### src/sv/qts_pkg.sv
// Shared types and helpers for the quoted token splitter.
// Holds the result kinds, the per-item result bundle and the whitespace test.
// Depends on nothing.
package qts_pkg;

    localparam int CHAR_W  = 16;
    localparam int MAX_RES = 3;
    localparam int CNT_W   = $clog2(MAX_RES + 1);
    localparam int QDEPTH  = 2;
    localparam int QPTR_W  = $clog2(QDEPTH);
    localparam int QCNT_W  = $clog2(QDEPTH + 1);

    localparam logic [CHAR_W-1:0] CH_BACKSLASH = 16'h005C;
    localparam logic [CHAR_W-1:0] CH_QUOTE     = 16'h0022;
    localparam logic [CHAR_W-1:0] CH_LPAREN    = 16'h0028;
    localparam logic [CHAR_W-1:0] CH_RPAREN    = 16'h0029;

    localparam logic ACT_CHAR = 1'b0;
    localparam logic ACT_EOT  = 1'b1;

    typedef enum logic [2:0] {
        KIND_CHAR  = 3'd0,
        KIND_END   = 3'd1,
        KIND_PAREN = 3'd2,
        KIND_DONE  = 3'd3,
        KIND_ERROR = 3'd4
    } t_kind;

    typedef struct packed {
        t_kind             kind;
        logic [CHAR_W-1:0] ch;
        logic              quoted;
    } t_res;

    // All results one item causes, in order; cnt is how many are live.
    typedef struct packed {
        logic [CNT_W-1:0]    cnt;
        t_res [MAX_RES-1:0]  res;
    } t_bundle;

    // Queue status seen by the back end.
    typedef struct packed {
        logic    empty;
        t_bundle head;
    } t_q_stat;

    function automatic t_res mk_res(t_kind kind, logic [CHAR_W-1:0] ch, logic quoted);
        t_res r;
        r.kind   = kind;
        r.ch     = ch;
        r.quoted = quoted;
        return r;
    endfunction

    function automatic logic is_space16(logic [CHAR_W-1:0] c);
        logic s;
        s = 1'b0;
        if (c >= 16'h0009 && c <= 16'h000D) s = 1'b1;
        if (c == 16'h0020 || c == 16'h0085 || c == 16'h00A0 || c == 16'h1680) s = 1'b1;
        if (c >= 16'h2000 && c <= 16'h200A) s = 1'b1;
        if (c == 16'h2028 || c == 16'h2029 || c == 16'h202F) s = 1'b1;
        if (c == 16'h205F || c == 16'h3000) s = 1'b1;
        return s;
    endfunction

endpackage

### src/sv/qts_front.sv
// Front end: accepts characters, tracks quote/escape/token flags and
// builds the bundle of results each item causes. Uses qts_pkg.
module qts_front (
    input  logic                  i_clk,
    input  logic                  i_rst_n,
    input  logic                  i_accept,
    input  logic                  i_action,
    input  logic [qts_pkg::CHAR_W-1:0] i_char_code,
    output logic                  o_push,
    output qts_pkg::t_bundle      o_bundle
);
    import qts_pkg::*;

    logic r_in_quotes, r_esc, r_tok_open, r_bwq, r_tok_q;
    logic n_in_quotes, n_esc, n_tok_open, n_bwq, n_tok_q;
    t_bundle b;

    always_comb begin
        logic [CNT_W-1:0] k;
        k           = '0;
        b.res       = '0;
        n_in_quotes = r_in_quotes;
        n_esc       = r_esc;
        n_tok_open  = r_tok_open;
        n_bwq       = r_bwq;
        n_tok_q     = r_tok_q;

        if (i_action == ACT_EOT) begin
            if (r_esc) begin
                b.res[k] = mk_res(KIND_CHAR, CH_BACKSLASH, 1'b0);
                k = k + 1'b1;
                n_tok_open = 1'b1;
            end
            if (r_in_quotes) begin
                b.res[k] = mk_res(KIND_ERROR, '0, 1'b0);
                k = k + 1'b1;
            end else begin
                if (n_tok_open) begin
                    b.res[k] = mk_res(KIND_END, '0, r_tok_q);
                    k = k + 1'b1;
                end
                b.res[k] = mk_res(KIND_DONE, '0, 1'b0);
                k = k + 1'b1;
            end
            // return to the reset state for the next text
            n_in_quotes = 1'b0;
            n_esc       = 1'b0;
            n_tok_open  = 1'b0;
            n_bwq       = 1'b0;
            n_tok_q     = 1'b0;
        end else if (r_esc) begin
            b.res[k] = mk_res(KIND_CHAR, i_char_code, 1'b0);
            k = k + 1'b1;
            n_tok_open = 1'b1;
            n_esc      = 1'b0;
        end else if (i_char_code == CH_BACKSLASH) begin
            n_esc = 1'b1;
        end else if (i_char_code == CH_QUOTE) begin
            if (!r_tok_open && !r_in_quotes) begin
                n_bwq = 1'b1;
            end else if (!r_bwq) begin
                b.res[k] = mk_res(KIND_CHAR, i_char_code, 1'b0);
                k = k + 1'b1;
                n_tok_open = 1'b1;
            end
            n_in_quotes = !r_in_quotes;
            n_tok_q     = n_bwq;
        end else if (!r_in_quotes && is_space16(i_char_code)) begin
            if (r_tok_open) begin
                b.res[k] = mk_res(KIND_END, '0, r_tok_q);
                k = k + 1'b1;
                n_tok_open = 1'b0;
                n_tok_q    = 1'b0;
                n_bwq      = 1'b0;
            end
        end else if (!r_in_quotes &&
                     (i_char_code == CH_LPAREN || i_char_code == CH_RPAREN)) begin
            if (r_tok_open) begin
                b.res[k] = mk_res(KIND_END, '0, r_tok_q);
                k = k + 1'b1;
                n_tok_open = 1'b0;
                n_tok_q    = 1'b0;
                n_bwq      = 1'b0;
            end
            b.res[k] = mk_res(KIND_PAREN, i_char_code, 1'b0);
            k = k + 1'b1;
        end else begin
            b.res[k] = mk_res(KIND_CHAR, i_char_code, 1'b0);
            k = k + 1'b1;
            n_tok_open = 1'b1;
        end
        b.cnt = k;
    end

    assign o_bundle = b;
    assign o_push   = i_accept && (b.cnt != '0);

    always_ff @(posedge i_clk) begin
        if (!i_rst_n) begin
            r_in_quotes <= 1'b0;
            r_esc       <= 1'b0;
            r_tok_open  <= 1'b0;
            r_bwq       <= 1'b0;
            r_tok_q     <= 1'b0;
        end else if (i_accept) begin
            r_in_quotes <= n_in_quotes;
            r_esc       <= n_esc;
            r_tok_open  <= n_tok_open;
            r_bwq       <= n_bwq;
            r_tok_q     <= n_tok_q;
        end
    end

endmodule

### src/sv/qts_queue.sv
// Short bundle queue between front and back end.
// Uses qts_pkg for the bundle type and depth.
module qts_queue (
    input  logic             i_clk,
    input  logic             i_rst_n,
    input  logic             i_push,
    input  qts_pkg::t_bundle i_bundle,
    input  logic             i_pop,
    output logic             o_full,
    output qts_pkg::t_q_stat o_stat
);
    import qts_pkg::*;

    t_bundle            r_mem [QDEPTH];
    logic [QPTR_W-1:0]  r_wptr, r_rptr;
    logic [QCNT_W-1:0]  r_count, n_count;

    assign o_full       = (r_count == QCNT_W'(QDEPTH));
    assign o_stat.empty = (r_count == '0);
    assign o_stat.head  = r_mem[r_rptr];

    always_comb begin
        n_count = r_count;
        if (i_push && !i_pop) n_count = r_count + 1'b1;
        if (!i_push && i_pop) n_count = r_count - 1'b1;
    end

    always_ff @(posedge i_clk) begin
        if (i_push) r_mem[r_wptr] <= i_bundle;
    end

    always_ff @(posedge i_clk) begin
        if (!i_rst_n) begin
            r_wptr  <= '0;
            r_rptr  <= '0;
            r_count <= '0;
        end else begin
            if (i_push) r_wptr <= r_wptr + 1'b1;
            if (i_pop)  r_rptr <= r_rptr + 1'b1;
            r_count <= n_count;
        end
    end

endmodule

### src/sv/qts_back.sv
// Back end: takes bundles from the queue and sends their results out one
// per ready cycle, flagging the last of each item. Uses qts_pkg.
module qts_back (
    input  logic                  i_clk,
    input  logic                  i_rst_n,
    input  qts_pkg::t_q_stat      i_stat,
    output logic                  o_pop,
    output logic                  o_valid,
    input  logic                  i_ready,
    output logic [2:0]            o_kind,
    output logic [qts_pkg::CHAR_W-1:0] o_char_code_res,
    output logic                  o_quoted,
    output logic                  o_last
);
    import qts_pkg::*;

    logic             r_busy;
    t_bundle          r_bun;
    logic [CNT_W-1:0] r_idx;
    logic             last_res, done, load;
    t_res             cur;

    assign cur      = r_bun.res[r_idx];
    assign last_res = (r_idx == r_bun.cnt - 1'b1);
    assign done     = r_busy && i_ready && last_res;
    assign load     = (!r_busy || done) && !i_stat.empty;
    assign o_pop    = load;

    assign o_valid         = r_busy;
    assign o_kind          = cur.kind;
    assign o_char_code_res = cur.ch;
    assign o_quoted        = cur.quoted;
    assign o_last          = last_res;

    always_ff @(posedge i_clk) begin
        if (load) r_bun <= i_stat.head;
    end

    always_ff @(posedge i_clk) begin
        if (!i_rst_n) begin
            r_busy <= 1'b0;
            r_idx  <= '0;
        end else if (load) begin
            r_busy <= 1'b1;
            r_idx  <= '0;
        end else if (done) begin
            r_busy <= 1'b0;
            r_idx  <= '0;
        end else if (r_busy && i_ready) begin
            r_idx <= r_idx + 1'b1;
        end
    end

endmodule

### src/sv/quoted_token_splitter.sv
// Top level of the quoted token splitter: front end, bundle queue, back end.
// Depends on qts_pkg, qts_front, qts_queue and qts_back.
//
// Usage:
//   Input channel (i_in_valid / o_in_ready): one item per accepted cycle,
//   either a 16-bit character (i_action = 0) or end of text (i_action = 1).
//   Output channel (o_out_valid / i_out_ready): one result per accepted
//   cycle: token character, token end with its quoted flag, parenthesis
//   token, text done or unterminated-quote error. o_last marks the final
//   result of an item; an unescaped backslash gives no result.
//   The bundle of an accepted item is written into the queue, then loaded
//   into the back end's bundle register, from which its results are sent.
//   The front end takes one item per cycle while the queue is not full;
//   the back end sends one result per ready cycle, so an item with many
//   results holds the output and the output port sets the sustained rate.
//   A two-entry bundle queue sits between the two ends; o_in_ready drops
//   only when it is full, so a stalled receiver backs up into the queue
//   before it stalls the sender.
//   Reset (i_rst_n low, synchronous) clears all token flags and empties the
//   queue; end of text also returns the flags to their reset values.
module quoted_token_splitter (
    input  logic        i_clk,
    input  logic        i_rst_n,
    input  logic        i_in_valid,
    output logic        o_in_ready,
    input  logic        i_action,
    input  logic [15:0] i_char_code,
    output logic        o_out_valid,
    input  logic        i_out_ready,
    output logic [2:0]  o_kind,
    output logic [15:0] o_char_code_res,
    output logic        o_quoted,
    output logic        o_last
);
    import qts_pkg::*;

    logic    accept, push, pop, q_full;
    t_bundle bundle;
    t_q_stat q_stat;

    assign o_in_ready = !q_full;
    assign accept     = i_in_valid && o_in_ready;

    qts_front u_front (
        .i_clk       (i_clk),
        .i_rst_n     (i_rst_n),
        .i_accept    (accept),
        .i_action    (i_action),
        .i_char_code (i_char_code),
        .o_push      (push),
        .o_bundle    (bundle)
    );

    qts_queue u_queue (
        .i_clk    (i_clk),
        .i_rst_n  (i_rst_n),
        .i_push   (push),
        .i_bundle (bundle),
        .i_pop    (pop),
        .o_full   (q_full),
        .o_stat   (q_stat)
    );

    qts_back u_back (
        .i_clk           (i_clk),
        .i_rst_n         (i_rst_n),
        .i_stat          (q_stat),
        .o_pop           (pop),
        .o_valid         (o_out_valid),
        .i_ready         (i_out_ready),
        .o_kind          (o_kind),
        .o_char_code_res (o_char_code_res),
        .o_quoted        (o_quoted),
        .o_last          (o_last)
    );

endmodule

### config.mk
export PLATFORM = sky130hd
export DESIGN_NAME = quoted_token_splitter
export DESIGN_NICKNAME = d
export VERILOG_FILES = /design/src/sv/qts_pkg.sv /design/src/sv/qts_front.sv /design/src/sv/qts_queue.sv /design/src/sv/qts_back.sv /design/src/sv/quoted_token_splitter.sv
export SDC_FILE = /design/constraint.sdc
export NUM_CORES = 1
export LEC_CHECK = 0
export BUFFER_PORTS_ARGS = -buffer_cell sky130_fd_sc_hd__buf_2
export CELL_PAD_IN_SITES_DETAIL_PLACEMENT = 2
export CELL_PAD_IN_SITES_GLOBAL_PLACEMENT = 2
export CORE_MARGIN = 2
export CORE_UTILIZATION = 43
export DETAILED_ROUTE_END_ITERATION = 7
export HOLD_SLACK_MARGIN = 0.05
export PLACE_DENSITY = 0.85
export SYNTH_ARGS = -nofsm -noshare
export SYNTH_HDL_FRONTEND = slang
export SYNTH_SLANG_ARGS = --single-unit
### constraint.sdc
create_clock -name i_clk -period 5.5 [get_ports i_clk]
set_clock_uncertainty 0.2 [all_clocks]
set_input_delay 0.275 -clock i_clk [delete_from_list [all_inputs] [get_ports i_clk]]
set_output_delay 0.275 -clock i_clk [all_outputs]
set_load 0.01 [all_outputs]
==> impl_metrics.tcl, run 1 <==
set metrics [dict create \
    muxShareOfSynthArea_pct 11.7 \
    ys.flop_type "edfxtp_1" \
    synth_area_leaders "edfxtp_1 (65%), mux2_2 (8.1%), dfxtp_1 (3.7%)" \
    critical_path_buf_inv_count 1 \
    antenna_found_initial 0 \
    period_share_pct 74.0 \
    dr.pass1.iters 4 \
    postCtsHoldBufs 4 \
    timing.hold.ws_ps 71.8 \
    setup_tns_ps 0 \
    die_height_um 122 \
    ios 44 \
    nets 505 \
    rows 42 \
    drv_cap 0 \
    finalHoldViolations 0 \
    io_buffers 43 \
    powerDensity_mw_per_mm2 522 \
    holdCritPathClass "in2reg" \
    cts_sinks 140 \
    drive_gt1_share_pct 26.6 \
    grt_pass1_vias 4120 \
    tightestPinTransition_ps 1160 \
    cts_tree "yes" \
    totalWireLength_um 17600 \
    yosysSeqAreaShare_pct 68.8 \
    synth_edf_count 129 \
    hpwl_um 10400 \
    core_area_mm2 0.0134 \
    clk_pin_slew_ps 60 \
    yosysTopAreaCell "edfxtp_1" \
    root_buffer "clkbuf_16" \
    dieWidth_um 122 \
    crit_arrival_ps 4210 \
    critPathCaptureType "register" \
    synth_fa_ha_area_share_pct 0.210 \
    cts_setup_buffers 0 \
    drcViolationCount 0 \
    cp.required_ps 5630 \
    netlist_area_mm2 0.00595 \
    max_slew_margin_pct 22.4 \
    routed_via_density 5.56 \
    final_common_cell "edfxtp_1" \
    ys_types 60 \
    synth_cells 407 \
    yosysWarnings 0 \
    drt_iter0_drc 195 \
    antenna_left 0 \
    synth_area_per_cell_um2 14.6 \
    startpoint_type "register" \
    numCtsBuffers 17 \
    clockBufferDepth 2 \
    die_area_mm2 0.0148 \
    critical_path_class "reg2reg" \
    crit_path_cell_trace "xor2_1, o21ai_0, a21boi_0, nor2_4, buf_4, ha_1, or3_1, a21boi_0" \
    n_antenna_cell 0 \
    grt_usage_pct 25.4 \
    startpoint "u_back.r_idx[1]" \
    setup_viol 0 \
    synth_top_family_by_area "multiplexers" \
    fin_util_pct 53.1 \
    grt_pass1_wl_um 26200 \
    slowest_stage "dfxtp_1" \
    grt_max_degree 46 \
    cp_top_family "compound AO/OA/AOI/OAI gates" \
    p_leak_nw 2.51 \
    reg2reg_from "u_back.r_idx[1]" \
    ys_async_sr_fraction_pct 0 \
    max_freq_mhz 246 \
    synthXorXnorAreaFrac_pct 0.588 \
    overflow 0 \
    rsz0062_at_grt "no" \
    synth_top_area_share_pct 65.1 \
    status "finished clean" \
    synth-simple-area-share_pct 10.2 \
    hp-start "i_char_code[4]" \
    critPathMostFrequentCell "a21boi_0" \
    syn2layout_area_growth_pct 19.4 \
    ys_ff_latch 140 \
    clk_latency_ps 430 \
    start_util_pct 44.4 \
    gp_congestion 0.804 \
    min_period_ps 4070 \
    final_cell_mix "edfxtp_1 (129), nor2_1 (47), mux2_2 (43), buf_2 (43), conb_1 (26)" \
    cpPeakStageDelay_ps 990 \
    wire_per_inst_um 26.1 \
    cts_resized 0 \
    slew_violations 0 \
    cts_max_level 4 \
    synth-compound-area-share_pct 6.53 \
    vias 3734 \
    ir_drop_mv 0.265 \
    cp_max_fo 45 \
]
cells in the mapped netlist, drive strengths merged (2+ instances only):
master / count
edfxtp: 129
clkbuf: 11
or4: 4
o31a: 2
a31oi: 2
o22ai: 2
dfxtp: 11
nand3b: 3
a2111oi: 2
a211oi: 2
xnor2: 2
mux2i: 21
nor3: 4
and2: 19
and3: 4
nand3: 3
buf: 8
a21boi: 3
nor2: 50
o21bai: 2
nand2: 15
a21oi: 10
or3: 4
xor2: 2
nand2b: 2
o21ai: 15
mux2: 43
inv: 6
nor2b: 3
routing by layer:
metal	GRT usage (%)	vias to the layer above	routed length [um]
met2	45.8	96	9390
met3	4.78	30	577
met5	0	-	0
li1	-	1669	-
met1	29.7	1939	7150
met4	10.6	0	435
logic make-up (layout without fill, tap and decap cells):
logic type / after synthesis / after routing
adder cells (fa/ha/maj): 1 / 1
multiplexers: 64 / 64
buffers and inverters: 25 / 89
flip-flops: 140 / 140
other: 1 / 26
XOR/XNOR: 4 / 4
AO/OA/AOI/OAI: 53 / 53
AND/OR/NAND/NOR: 119 / 119
sequential cells by signal (all words and copies together), names as in the netlist, 2 cells and up:
register	cells
u_back.r_bun	43
u_queue.r_mem	86
u_queue.r_count	2
u_back.r_idx	2
where the power goes:
part	leakage (nW)	total (mW)	switching (mW)	internal, mW
Clock	0.304	1.26	0.463	0.800
Sequential	1.31	1.70	0.166	1.53
Combinational	0.892	0.755	0.474	0.282
Total	2.51	3.71	1.10	2.61
worst paths after layout:
path | end | depth (start not counted) | slack, ps
max | u_queue.r_count[1] | 8 | 1430
min | u_queue.r_mem[1][5] | 3 | 70
max reg2reg | u_queue.r_count[1] | 8 | 1430
min reg2reg | u_back.r_bun[25] | 1 | 360
layout make-up:
cell class	instances	area (um2)
clock buffers	19	433
clock inverters	13	196
fillers	1248	6290
inverters	6	22.5
multi-input cells	267	1860
flip-flops and latches	140	4100
well taps	176	220
repair buffers	51	285
stage by stage:
| step | setup WS [ps] | cell area [um2] | cells | power, mW |
|---|---|---|---|---|
| floorplan | 1070 | 6050 | 432 | 2.10 |
| global placement | 1930 | 6440 | 636 | 2.32 |
| detailed placement | 1540 | 6440 | 636 | 2.43 |
| CTS | 1400 | 7110 | 672 | 3.75 |
| global route | 1200 | 7110 | 672 | 3.85 |
| finish | 1430 | 7110 | 672 | 3.71 |
worst register-to-register path: stages (launching register included):
cell and delay (ps):
dfxtp_1 990, xor2_1 230, o21ai_0 480, a21boi_0 340, nor2_4 170, buf_4 550
ha_1 380, or3_1 390, a21boi_0 240
(Power assumes the default switching activity.)
==> run 2, diff against run 1 <==
- clock period: 5.5 -> 4.1 ns (I/O delays scaled with it)
==> impl_metrics.tcl, run 2 (synthesis gave the netlist of run 1 again) <==
set metrics [dict create \
    clockBufferDepth 2 \
    largestRegisters "u_queue.r_mem x86, u_back.r_bun x43" \
    rows 42 \
    cp_max_fo 8 \
    drv_cap 0 \
    drcViolationCount 0 \
    core_area_mm2 0.0134 \
    rsz0062_at_grt "no" \
    antenna_left 0 \
    nets 517 \
    routed_via_density 5.39 \
    multi_input_area_mm2 0.00186 \
    cts_setup_buffers 0 \
    dp_slack_ps 436 \
    hpwl_um 10600 \
    largest_reg_flops 86 \
    holdCritPathClass "in2reg" \
    numCtsBuffers 17 \
    min_path_cells 3 \
    dr.pass1.iters 4 \
    status "finished clean" \
    startpoint_type "input pin" \
    finalWorstSetupSlack_ps 270 \
    die_height_um 122 \
    period_share_pct 93.4 \
    totalWireLength_um 16100 \
    drt_iter0_drc 245 \
    crit_arrival_ps 3960 \
    n_antenna_cell 0 \
    clk_pin_slew_ps 60 \
    cp.required_ps 4230 \
    root_buffer "clkbuf_16" \
    timing.hold.ws_ps 75.7 \
    tightestPinTransition_ps 1010 \
    reg2reg_from "u_back.r_idx[0]" \
    final_cell_mix "edfxtp_1 (129), nor2_1 (47), mux2_2 (43), buf_2 (43), conb_1 (26)" \
    reg2reg_to "u_queue.r_count[1]" \
    start_util_pct 44.4 \
    use_met1_pct 27.9 \
    critPathCaptureType "register" \
    final_common_cell "edfxtp_1" \
    p_leak_nw 2.51 \
    fin_area_mm2 0.00711 \
    overflow 0 \
    io_buffers 43 \
    powerDensity_mw_per_mm2 647 \
    setup_tns_ps 0 \
    grt_max_degree 45 \
    ff2ff_path_depth 9 \
    vias 3683 \
    postCtsHoldBufs 14 \
    cts_sinks 140 \
    max_freq_mhz 261 \
    min_period_ps 3830 \
    cts_resized 0 \
    setup_viol 0 \
    slew_violations 0 \
    dieWidth_um 122 \
    whs_endpoint "u_queue.r_mem[0][4]" \
    post_dp_cell_area_mm2 0.00645 \
    met3_usage_pct 4.82 \
    clk_latency_ps 410 \
    critical_path_class "in2reg" \
    grt_usage_pct 23.3 \
    gp_congestion 0.887 \
    syn2layout_area_growth_pct 19.4 \
    regMostFlops "u_queue.r_mem" \
    hp-start "i_char_code[3]" \
    grt_pass1_wl_um 24700 \
    max_slew_margin_pct 32.3 \
    drive_gt1_share_pct 25.8 \
    cts_tree "yes" \
    use_met2_pct 41.6 \
    antenna_found_initial 0 \
    ff_latch_area_mm2 0.00410 \
    ir_drop_mv 0.325 \
    die_area_mm2 0.0148 \
    wire_per_inst_um 23.6 \
    finalHoldViolations 0 \
    r2r_slack_ps 990 \
    ios 44 \
    cts_max_level 4 \
    grt_pass1_vias 4168 \
    grt.busiest_layer "met2" \
    nFillCells 1268 \
]
run 2: layer usage:
metal	vias up	part of all wire, %
met5	-	0
met2	84	53
li1	1684	-
met1	1894	42
met3	21	2.8
met4	0	1.9
run 2: critical path: stages:
cell and delay, ps:
dlygate4sd3_1 530, buf_2 130, or4_4 570, or4_4 470, or3_1 490, o41ai_4 400, a31o_2 260, ha_1 290
or3_1 390, a21boi_0 200
run 2: area by class of cell:
type,count,share of cell area (%)
Sequential cell,140,57.6
Multi-Input combinational cell,267,26.1
Clock buffer,20,6.14
Timing Repair Buffer,63,5.63
Tap cell,176,3.10
Clock inverter,11,1.11
Inverter,6,0.317
run 2: power breakdown:
group	switching [mW]	total [mW]	internal (mW)
Clock	0.546	1.36	0.815
Sequential	0.160	2.21	2.05
Combinational	0.646	1.03	0.386
Total	1.35	4.60	3.25
run 2: how the worst max path moves through the flow:
stage                         from             endpoint  slack (ps)
floorplan           i_char_code[3]  u_queue.r_mem[0][0]         160
global placement    i_char_code[8]   u_queue.r_count[1]         650
detailed placement  i_char_code[8]   u_queue.r_count[1]         440
CTS                 i_char_code[8]   u_queue.r_count[1]         300
global route        i_char_code[8]   u_queue.r_count[1]         150
finish              i_char_code[8]   u_queue.r_count[1]         270
run 2: stage by stage:
step	utilization, %	cells	power, mW
floorplan	-	432	2.81
global placement	48.2	638	3.11
detailed placement	48.2	638	3.25
CTS	53.1	683	4.65
global route	53.1	683	4.81
finish	53.1	683	4.60
